## src/hw/rtl/assert_macros.svh

```systemverilog
// ----------------------------------------------------------------------------
// assert_macros.svh
// shared assertion macros for the banner classifier rtl
// ----------------------------------------------------------------------------
`ifndef ASSERT_MACROS_SVH
`define ASSERT_MACROS_SVH

// property checked on every rising edge, ignored while reset is applied
`define ASSERT_CLK(label, prop, msg) \
	label: assert property (@(posedge clk) disable iff (!arst_n) prop) else $error(msg);

// condition that must never be seen on a rising edge outside reset
`define ASSERT_NEVER(label, cond, msg) \
	label: assert property (@(posedge clk) disable iff (!arst_n) !(cond)) else $error(msg);

`endif

```

## src/hw/rtl/bsc_pkg.sv

```systemverilog
// ----------------------------------------------------------------------------
// bsc_pkg
// signature tables, identity codes and shared types of the banner classifier
// ----------------------------------------------------------------------------
package bsc_pkg;

	localparam int NUM_OPEN = 10;
	localparam int NUM_SYST = 8;
	localparam int NUM_PATS = NUM_OPEN + NUM_SYST;

	// longest signature in bytes; older bytes never take part in a compare
	localparam int SIG_BYTES  = 29;
	localparam int HIST_BYTES = SIG_BYTES - 1;

	localparam logic [2:0] OS_UNIX = 3'd0;
	localparam logic [2:0] OS_VMS  = 3'd1;
	localparam logic [2:0] OS_MAC  = 3'd2;
	localparam logic [2:0] OS_DOS  = 3'd3;
	localparam logic [2:0] OS_NT   = 3'd4;

	localparam logic [3:0] SRV_UNKNOWN = 4'd0;
	localparam logic [3:0] SRV_VMS30   = 4'd1;
	localparam logic [3:0] SRV_VMSMN   = 4'd2;
	localparam logic [3:0] SRV_MACVT   = 4'd3;
	localparam logic [3:0] SRV_MACNCSA = 4'd4;
	localparam logic [3:0] SRV_MACFTPD = 4'd5;
	localparam logic [3:0] SRV_DOSQ    = 4'd6;
	localparam logic [3:0] SRV_NT      = 4'd7;
	localparam logic [3:0] SRV_UTREE   = 4'd8;
	localparam logic [3:0] SRV_NSLTREE = 4'd9;

	// text right aligned: byte j holds the j-th character back from the end,
	// zero bytes above the text mean "don't care"
	typedef logic [8*SIG_BYTES-1:0] sig_text_t;

	localparam sig_text_t SIG_TEXT [NUM_PATS] = '{
		sig_text_t'({"Multi", "Net FTP Server Process"}),
		sig_text_t'({"Versa", "Term FTP Server"}),
		sig_text_t'({"Macintosh Resident", " FTP server"}),
		sig_text_t'({"Peter's Macintosh FTP", " daemon"}),
		sig_text_t'({"Win", "QVT"}),
		sig_text_t'({"Windows", " NT FTP Server"}),
		sig_text_t'({"NSL Uni", "Tree"}),
		sig_text_t'({"NSL UNI", "TREE"}),
		sig_text_t'({"Uni", "Tree"}),
		sig_text_t'({"UNI", "TREE"}),
		sig_text_t'({"Uni", "Tree"}),
		sig_text_t'({"UNI", "TREE"}),
		sig_text_t'("UNIX"),
		sig_text_t'({"215 VMS Multi", "Net"}),
		sig_text_t'("215 VMS"),
		sig_text_t'("200 VMS"),
		sig_text_t'("215 MACOS Peter's Server"),
		sig_text_t'({"Windows", "_NT"})
	};

	localparam logic [2:0] SIG_SYS [NUM_PATS] = '{
		OS_VMS, OS_MAC, OS_MAC, OS_MAC, OS_DOS, OS_NT,
		OS_UNIX, OS_UNIX, OS_UNIX, OS_UNIX,
		OS_UNIX, OS_UNIX, OS_UNIX, OS_VMS, OS_VMS, OS_VMS, OS_MAC, OS_NT
	};

	localparam logic [3:0] SIG_SRV [NUM_PATS] = '{
		SRV_VMSMN, SRV_MACVT, SRV_MACNCSA, SRV_MACFTPD, SRV_DOSQ, SRV_NT,
		SRV_NSLTREE, SRV_NSLTREE, SRV_UTREE, SRV_UTREE,
		SRV_UNKNOWN, SRV_UNKNOWN, SRV_UNKNOWN, SRV_VMSMN, SRV_VMSMN, SRV_VMS30,
		SRV_MACFTPD, SRV_NT
	};

	// one step of the input stage: the held beat moves on this cycle
	typedef struct packed {
		logic adv;
		logic last_beat;
	} bsc_step_t;

endpackage

```

## src/hw/rtl/bsc_match.sv

```systemverilog
// ----------------------------------------------------------------------------
// bsc_match
// byte history, parallel signature compares and sticky found bits
// ----------------------------------------------------------------------------
module bsc_match import bsc_pkg::*; (
	input  logic                clk,
	input  logic                arst_n,
	input  bsc_step_t           step,
	input  logic [7:0]          byte_s1,
	output logic [NUM_PATS-1:0] found_all
);

	logic [7:0]          hist_q [HIST_BYTES];
	logic [NUM_PATS-1:0] found_q;
	logic [NUM_PATS-1:0] hit;
	logic [7:0]          win [SIG_BYTES];

	// newest byte first
	always_comb begin
		win[0] = byte_s1;
		for (int j = 1; j < SIG_BYTES; j++) begin
			win[j] = hist_q[j-1];
		end
	end

	always_comb begin
		for (int p = 0; p < NUM_PATS; p++) begin
			hit[p] = 1'b1;
			for (int j = 0; j < SIG_BYTES; j++) begin
				if (SIG_TEXT[p][8*j +: 8] != 8'h00 && win[j] != SIG_TEXT[p][8*j +: 8]) begin
					hit[p] = 1'b0;
				end
			end
		end
	end

	assign found_all = found_q | hit;

	always_ff @(posedge clk or negedge arst_n) begin
		if (!arst_n) begin
			for (int j = 0; j < HIST_BYTES; j++) begin
				hist_q[j] <= 8'h00;
			end
			found_q <= '0;
		end else if (step.adv) begin
			if (step.last_beat) begin
				// nothing carries over into the next reply
				for (int j = 0; j < HIST_BYTES; j++) begin
					hist_q[j] <= 8'h00;
				end
				found_q <= '0;
			end else begin
				hist_q[0] <= byte_s1;
				for (int j = 1; j < HIST_BYTES; j++) begin
					hist_q[j] <= hist_q[j-1];
				end
				found_q <= found_all;
			end
		end
	end

endmodule

```

## src/hw/rtl/bsc_resolve.sv

```systemverilog
// ----------------------------------------------------------------------------
// bsc_resolve
// winner pick, per-host identity table and result register
// ----------------------------------------------------------------------------
`include "assert_macros.svh"

module bsc_resolve import bsc_pkg::*; #(
	parameter int NUM_HOSTS = 2
) (
	input  logic                clk,
	input  logic                arst_n,
	input  bsc_step_t           step,
	input  logic                func_s1,
	input  logic                host_s1,
	input  logic [NUM_PATS-1:0] found_all,
	input  logic                m_tready,
	output logic                m_tvalid,
	output logic                matched,
	output logic [2:0]          system_code,
	output logic [3:0]          server_code
);

	localparam int HOST_W = (NUM_HOSTS > 1) ? $clog2(NUM_HOSTS) : 1;

	logic [2:0]        sys_tab_q [NUM_HOSTS];
	logic [3:0]        srv_tab_q [NUM_HOSTS];
	logic [HOST_W-1:0] hidx;
	logic              hit_any;
	logic [2:0]        w_sys;
	logic [3:0]        w_srv;
	logic [2:0]        cur_sys;
	logic [3:0]        cur_srv;
	logic [2:0]        nxt_sys;
	logic [3:0]        nxt_srv;
	logic              valid_q;
	logic              matched_q;
	logic [2:0]        sys_q;
	logic [3:0]        srv_q;

	// a single host folds every reply onto entry zero
	assign hidx = (NUM_HOSTS > 1) ? HOST_W'(host_s1) : '0;

	// lowest index of the selected table wins
	always_comb begin
		hit_any = 1'b0;
		w_sys   = OS_UNIX;
		w_srv   = SRV_UNKNOWN;
		for (int p = NUM_PATS - 1; p >= 0; p--) begin
			if (found_all[p] && ((p >= NUM_OPEN) == func_s1)) begin
				hit_any = 1'b1;
				w_sys   = SIG_SYS[p];
				w_srv   = SIG_SRV[p];
			end
		end
	end

	assign cur_sys = sys_tab_q[hidx];
	assign cur_srv = srv_tab_q[hidx];

	always_comb begin
		nxt_sys = cur_sys;
		nxt_srv = cur_srv;
		if (hit_any) begin
			nxt_sys = w_sys;
			// a system reply keeps the server unless the system moved or it names one
			if (!func_s1 || w_sys != cur_sys || w_srv != SRV_UNKNOWN) begin
				nxt_srv = w_srv;
			end
		end
	end

	always_ff @(posedge clk or negedge arst_n) begin
		if (!arst_n) begin
			for (int h = 0; h < NUM_HOSTS; h++) begin
				sys_tab_q[h] <= OS_UNIX;
				srv_tab_q[h] <= SRV_UNKNOWN;
			end
			valid_q   <= 1'b0;
			matched_q <= 1'b0;
			sys_q     <= OS_UNIX;
			srv_q     <= SRV_UNKNOWN;
		end else if (step.adv && step.last_beat) begin
			sys_tab_q[hidx] <= nxt_sys;
			srv_tab_q[hidx] <= nxt_srv;
			valid_q         <= 1'b1;
			matched_q       <= hit_any;
			sys_q           <= nxt_sys;
			srv_q           <= nxt_srv;
		end else if (m_tready) begin
			valid_q <= 1'b0;
		end
	end

	assign m_tvalid    = valid_q;
	assign matched     = matched_q;
	assign system_code = sys_q;
	assign server_code = srv_q;

	`ASSERT_CLK(a_last_gives_result, step.adv && step.last_beat |=> valid_q,
		"final byte did not produce a result")
	`ASSERT_NEVER(a_no_overwrite, step.adv && step.last_beat && valid_q && !m_tready,
		"result overwritten while still waiting")
	`ASSERT_CLK(a_codes_in_range, valid_q |-> (sys_q <= OS_NT && srv_q <= SRV_NSLTREE),
		"identity code out of range")
	`ASSERT_CLK(a_result_only_on_last,
		!(step.adv && step.last_beat) |=> $stable(sys_q) && $stable(srv_q) && $stable(matched_q),
		"result changed without a final byte")

endmodule

```

## src/hw/rtl/banner_signature_classifier_top.sv

```systemverilog
// ----------------------------------------------------------------------------
// banner_signature_classifier_top
// matches reply text against greeting and system-reply signatures and keeps
// the identity of each remote host
//
//   channel  dir  tdata                        tuser               tlast
//   s_*      in   [7:0] text_byte              [0] func [1] host   last
//   m_*      out  [2:0] system_code            [0] matched         -
//                 [6:3] server_code [7] zero
//
// one beat per cycle in while no final beat waits; a beat is held in the input
// register and the compares of it and the 28 bytes before it run between that
// register and the result register, loaded as the final beat moves on.
// a waiting result stalls only the next final beat; other beats keep flowing.
// reset clears history, found bits, host table and result valid at once.
// ----------------------------------------------------------------------------
module banner_signature_classifier_top import bsc_pkg::*; #(
	parameter int NUM_HOSTS = 2
) (
	input  logic       clk,
	input  logic       arst_n,
	input  logic       s_tvalid,
	output logic       s_tready,
	input  logic [7:0] s_tdata,   // [7:0] text_byte
	input  logic [1:0] s_tuser,   // [0] func, [1] host
	input  logic       s_tlast,
	output logic       m_tvalid,
	input  logic       m_tready,
	output logic [7:0] m_tdata,   // [2:0] system_code, [6:3] server_code, [7] zero
	output logic       m_tuser    // [0] matched
);

	logic                valid_s1;
	logic [7:0]          byte_s1;
	logic                func_s1;
	logic                host_s1;
	logic                last_s1;
	bsc_step_t           step;
	logic [NUM_PATS-1:0] found_all;
	logic [2:0]          system_code;
	logic [3:0]          server_code;

	// a final beat waits only while the result register is still full
	assign step.adv       = valid_s1 && !(last_s1 && m_tvalid && !m_tready);
	assign step.last_beat = last_s1;
	assign s_tready       = !valid_s1 || step.adv;

	always_ff @(posedge clk or negedge arst_n) begin
		if (!arst_n) begin
			valid_s1 <= 1'b0;
		end else if (s_tvalid && s_tready) begin
			valid_s1 <= 1'b1;
		end else if (step.adv) begin
			valid_s1 <= 1'b0;
		end
	end

	always_ff @(posedge clk) begin
		if (s_tvalid && s_tready) begin
			byte_s1 <= s_tdata;
			func_s1 <= s_tuser[0];
			host_s1 <= s_tuser[1];
			last_s1 <= s_tlast;
		end
	end

	bsc_match u_match (
		.clk       (clk),
		.arst_n    (arst_n),
		.step      (step),
		.byte_s1   (byte_s1),
		.found_all (found_all)
	);

	bsc_resolve #(
		.NUM_HOSTS (NUM_HOSTS)
	) u_resolve (
		.clk         (clk),
		.arst_n      (arst_n),
		.step        (step),
		.func_s1     (func_s1),
		.host_s1     (host_s1),
		.found_all   (found_all),
		.m_tready    (m_tready),
		.m_tvalid    (m_tvalid),
		.matched     (m_tuser),
		.system_code (system_code),
		.server_code (server_code)
	);

	assign m_tdata = {1'b0, server_code, system_code};

endmodule

```

## config.mk

```make
export PLATFORM = sky130hd
export DESIGN_NAME = banner_signature_classifier_top
export DESIGN_NICKNAME = d
export VERILOG_FILES = /design/src/hw/rtl/bsc_pkg.sv /design/src/hw/rtl/bsc_match.sv /design/src/hw/rtl/bsc_resolve.sv /design/src/hw/rtl/banner_signature_classifier_top.sv
export VERILOG_INCLUDE_DIRS = /design/src /design/src/hw/rtl
export SDC_FILE = /design/constraint.sdc
export NUM_CORES = 1
export LEC_CHECK = 0
export ABC_AREA = 1
export BUFFER_PORTS_ARGS = -buffer_cell sky130_fd_sc_hd__buf_4
export CORE_UTILIZATION = 40
export DETAILED_ROUTE_END_ITERATION = 12
export PLACE_DENSITY_LB_ADDON = 0.25
export SLEW_MARGIN = 20
export SYNTH_ARGS = -nofsm -noshare
export SYNTH_HDL_FRONTEND = slang
export SYNTH_SLANG_ARGS = --single-unit
```

## constraint.sdc

```tcl
create_clock -name clk -period 6.4 [get_ports clk]
set_clock_uncertainty 0.1 [all_clocks]
set_input_delay 0.64 -clock clk [delete_from_list [all_inputs] [get_ports clk]]
set_output_delay 0.64 -clock clk [all_outputs]
set_load 0.01 [all_outputs]
```

==> flow_summary.json <==
{
  "overflow": 0,
  "vias": 12485,
  "fin_ws_ps": 2950,
  "slew_headroom_pct": 26.3,
  "wl_mm": 43.8,
  "multi_input_area_um2": 5610,
  "final_design_area_no_fill_um2": 15600,
  "fin_crit_ps": 3450,
  "grt_pass1_wl_mm": 69.0,
  "critical_path.max_stage_delay_ps": 810,
  "tightest_slew_ps": 1100,
  "die_area_um2": 35600,
  "antenna_found_initial": 0,
  "report.final.slew_viol_count": 0,
  "seq_area_um2": 6990,
  "reg2reg_slack_ps": 2950,
  "ys_warn_count": 0,
  "dr.pass1.iters": 6,
  "dpl_cell_area_um2": 14500,
  "cp.arrival_ps": 3810,
  "cts_sinks": 277,
  "path_cells": "a31oi_4, buf_12, nand2_1, nor2_1, inv_1, nand2_1, nand2_1",
  "postSynthCellCount": 1828,
  "clk_latency_ps": 580,
  "syn_nets": 1843,
  "avgRoutedWirePerCell_um": 19.0,
  "critPathCaptureType": "flop",
  "n_fill_cell": 3452,
  "dp_hpwl_mm": 32.0,
  "numCtsBuffers": 30,
  "ys_seq_area_share_pct": 50.1,
  "grt_max_degree": 234,
  "worst-path-max-fanout": 233,
  "drive_gt1_share_pct": 9.22,
  "synth.distinct_cells": 36,
  "crit_required_ps": 6760,
  "syn2layout_area_growth_pct": 11.7,
  "critPathKind": "flop to flop",
  "path_clk_slew_ps": 60,
  "drt_iter0_markers": 1330,
  "drc": 0,
  "synth-seq-cells": 277,
  "gp_congestion": 0.958,
  "cts-root-buf": "clkbuf_16",
  "instances_no_fill": 2303,
  "n_antenna_cell": 0,
  "p_leak_uw": 0.00671,
  "critPathBufInv": 2,
  "hold_class": "primary input to flop",
  "coreArea_um2": 33900,
  "finalNetCount": 1848,
  "rows": 67,
  "hold_ws_ps": 138,
  "critPathSlowestCell": "nand2_1",
  "postRouteAntennaNets": 0,
  "ir_drop_uv": 234,
  "grt_pass1_vias": 12143,
  "clockBufferDepth": 3,
  "syn_area_per_cell_um2": 7.62,
  "vias_per_cell": 5.42,
  "cp_common_cell": "nand2_1",
  "startpoint_type": "flop",
  "netlist_area_um2": 13900,
  "status": "finished, final reports clean",
  "gr-usage-all-layers_pct": 24.9,
  "htreeDepth": 1,
  "place_inst": 2247,
  "maxCapViolCount": 0,
  "finalSetupTns_ps": 0,
  "fp.dieW_um": 189,
  "cellPowerDensity_nw_per_um2": 259,
  "fin_crit_sh_pct": 53.9,
  "ios": 26,
  "initial_core_util_pct": 41.1,
  "critPathTopFamily": "simple AND/OR/NAND/NOR gates",
  "cts_tree": "yes",
  "dp_slack_ps": 2630,
  "max_freq_ghz": 0.290,
  "port_buffers": 24,
  "rsz0062_at_grt": "false",
  "hold_violations": 0,
  "die-height_um": 189,
  "setup_viol_count_final": 0
}
sequential cells by signal, indices dropped and copies added (netlist names):
signal / flops
u_match.found_q: 18
byte_s1: 8
last_s1: 1
u_resolve.matched: 1
u_resolve.srv_tab_q: 8
u_resolve.server_code: 4
valid_s1: 1
u_resolve.sys_tab_q: 6
u_resolve.m_tvalid: 1
func_s1: 1
u_resolve.system_code: 3
u_match.hist_q: 224
host_s1: 1
power by group:
| group | leakage [µW] | switching, µW | internal [µW] |
|---|---|---|---|
| registers | 0.00378 | 62.1 | 1830 |
| logic | 0.00244 | 275 | 113 |
| clock network | 0.000484 | 731 | 1010 |
final cells by class:
type,count,area share [%]
Inverter,303,7.31
Sequential cell,277,44.9
Timing Repair Buffer,30,1.80
Multi-Input combinational cell,1191,36.0
Tap cell,448,3.60
Clock buffer,44,5.81
Clock inverter,10,0.555
metal layers:
layer	wire length [µm]	share of wire (%)	vias to the layer above	GRT usage, %
met4	1290	2.9	0	7.82
li1	-	-	5949	-
met2	19800	45	438	39.1
met1	20100	46	6014	35.3
met5	0	0	-	0
met3	2630	6.0	84	3.91
worst paths after layout:
kind	from	end	cells past startpoint
max	last_s1	u_resolve.srv_tab_q[3]	7
min	s_tuser[0]	func_s1	1
max reg2reg	last_s1	u_resolve.srv_tab_q[3]	7
min reg2reg	u_resolve.sys_tab_q[4]	u_resolve.sys_tab_q[4]	2
max in group asynchronous	arst_n	u_match.hist_q[178]	3
min in group asynchronous	arst_n	u_match.hist_q[1]	2
per-stage QoR:
step	util, %	power (µW)
5_1_grt	46.0	4170
2_1_floorplan	-	2150
3_5_place_dp	42.9	2310
6_report	46.0	4030
4_1_cts	45.8	4050
3_3_place_gp	42.9	2300
synth_stat cells:
cell type  instances  share of area [%]
nand2_1          404                 11
nor2_1           301                8.1
dfrtp_1          266                 48
inv_1            257                6.9
o22ai_1          218                9.8
nand3_1           71                2.6
nand4_1           56                2.5
clkbuf_1          53                1.4
inv_2             43                1.2
nor3_1            28                1.0
o21ai_0           27               0.97
nand2_2           17               0.76
a21oi_1           16               0.57
nor2_2            12               0.54
edfxtp_1          11                2.4
nand3_2            8               0.57
nor2_4             5               0.40
o21ai_1            5               0.18
and2_1             4               0.18
nand3b_1           4               0.22
buf_2              3               0.11
clkinv_1           3              0.081
nor3_2             2               0.14
o21a_1             2               0.11
a211oi_1           1              0.054
a21oi_2            1              0.063
a31oi_1            1              0.045
buf_4              1              0.054
conb_1             1              0.027
nand2_4            1              0.081
nor2b_1            1              0.045
nor3b_1            1              0.054
nor3b_2            1              0.090
nor4_1             1              0.045
o21ai_2            1              0.063
or2_2              1              0.045
layout by cell type, fill, tap and decap left out, types with 8 or more instances in the layout:
| cell | Yosys | layout |
|---|---|---|
| nand4_1 | 56 | 56 |
| dfrtp_1 | 266 | 266 |
| nor2_2 | 12 | 12 |
| nand3_1 | 71 | 71 |
| o22ai_1 | 218 | 218 |
| clkbuf_8 | 0 | 8 |
| nor2_1 | 301 | 301 |
| nor3_1 | 28 | 28 |
| clkbuf_16 | 0 | 31 |
| nand3_2 | 8 | 8 |
| nand2_1 | 404 | 404 |
| o21ai_0 | 27 | 27 |
| nand2_2 | 17 | 17 |
| inv_1 | 257 | 257 |
| edfxtp_1 | 11 | 11 |
| buf_4 | 1 | 25 |
| inv_2 | 43 | 43 |
| a21oi_1 | 16 | 16 |
repair_timing:
action,4_1_cts,5_1_grt
hold buffers,0,1
setup buffers,0,0
gates resized for setup,0,0
endpoints found under the hold margin,0,52
cell families after synthesis:
family                 after synthesis  synth area share, %
flip-flops                         277                 50.1
AO/OA/AOI/OAI                      272                 11.8
AND/OR/NAND/NOR                    918                 28.2
other                                1               0.0269
buffers and inverters              360                 9.75
No activity file was read; power rests on OpenSTA's default activity.
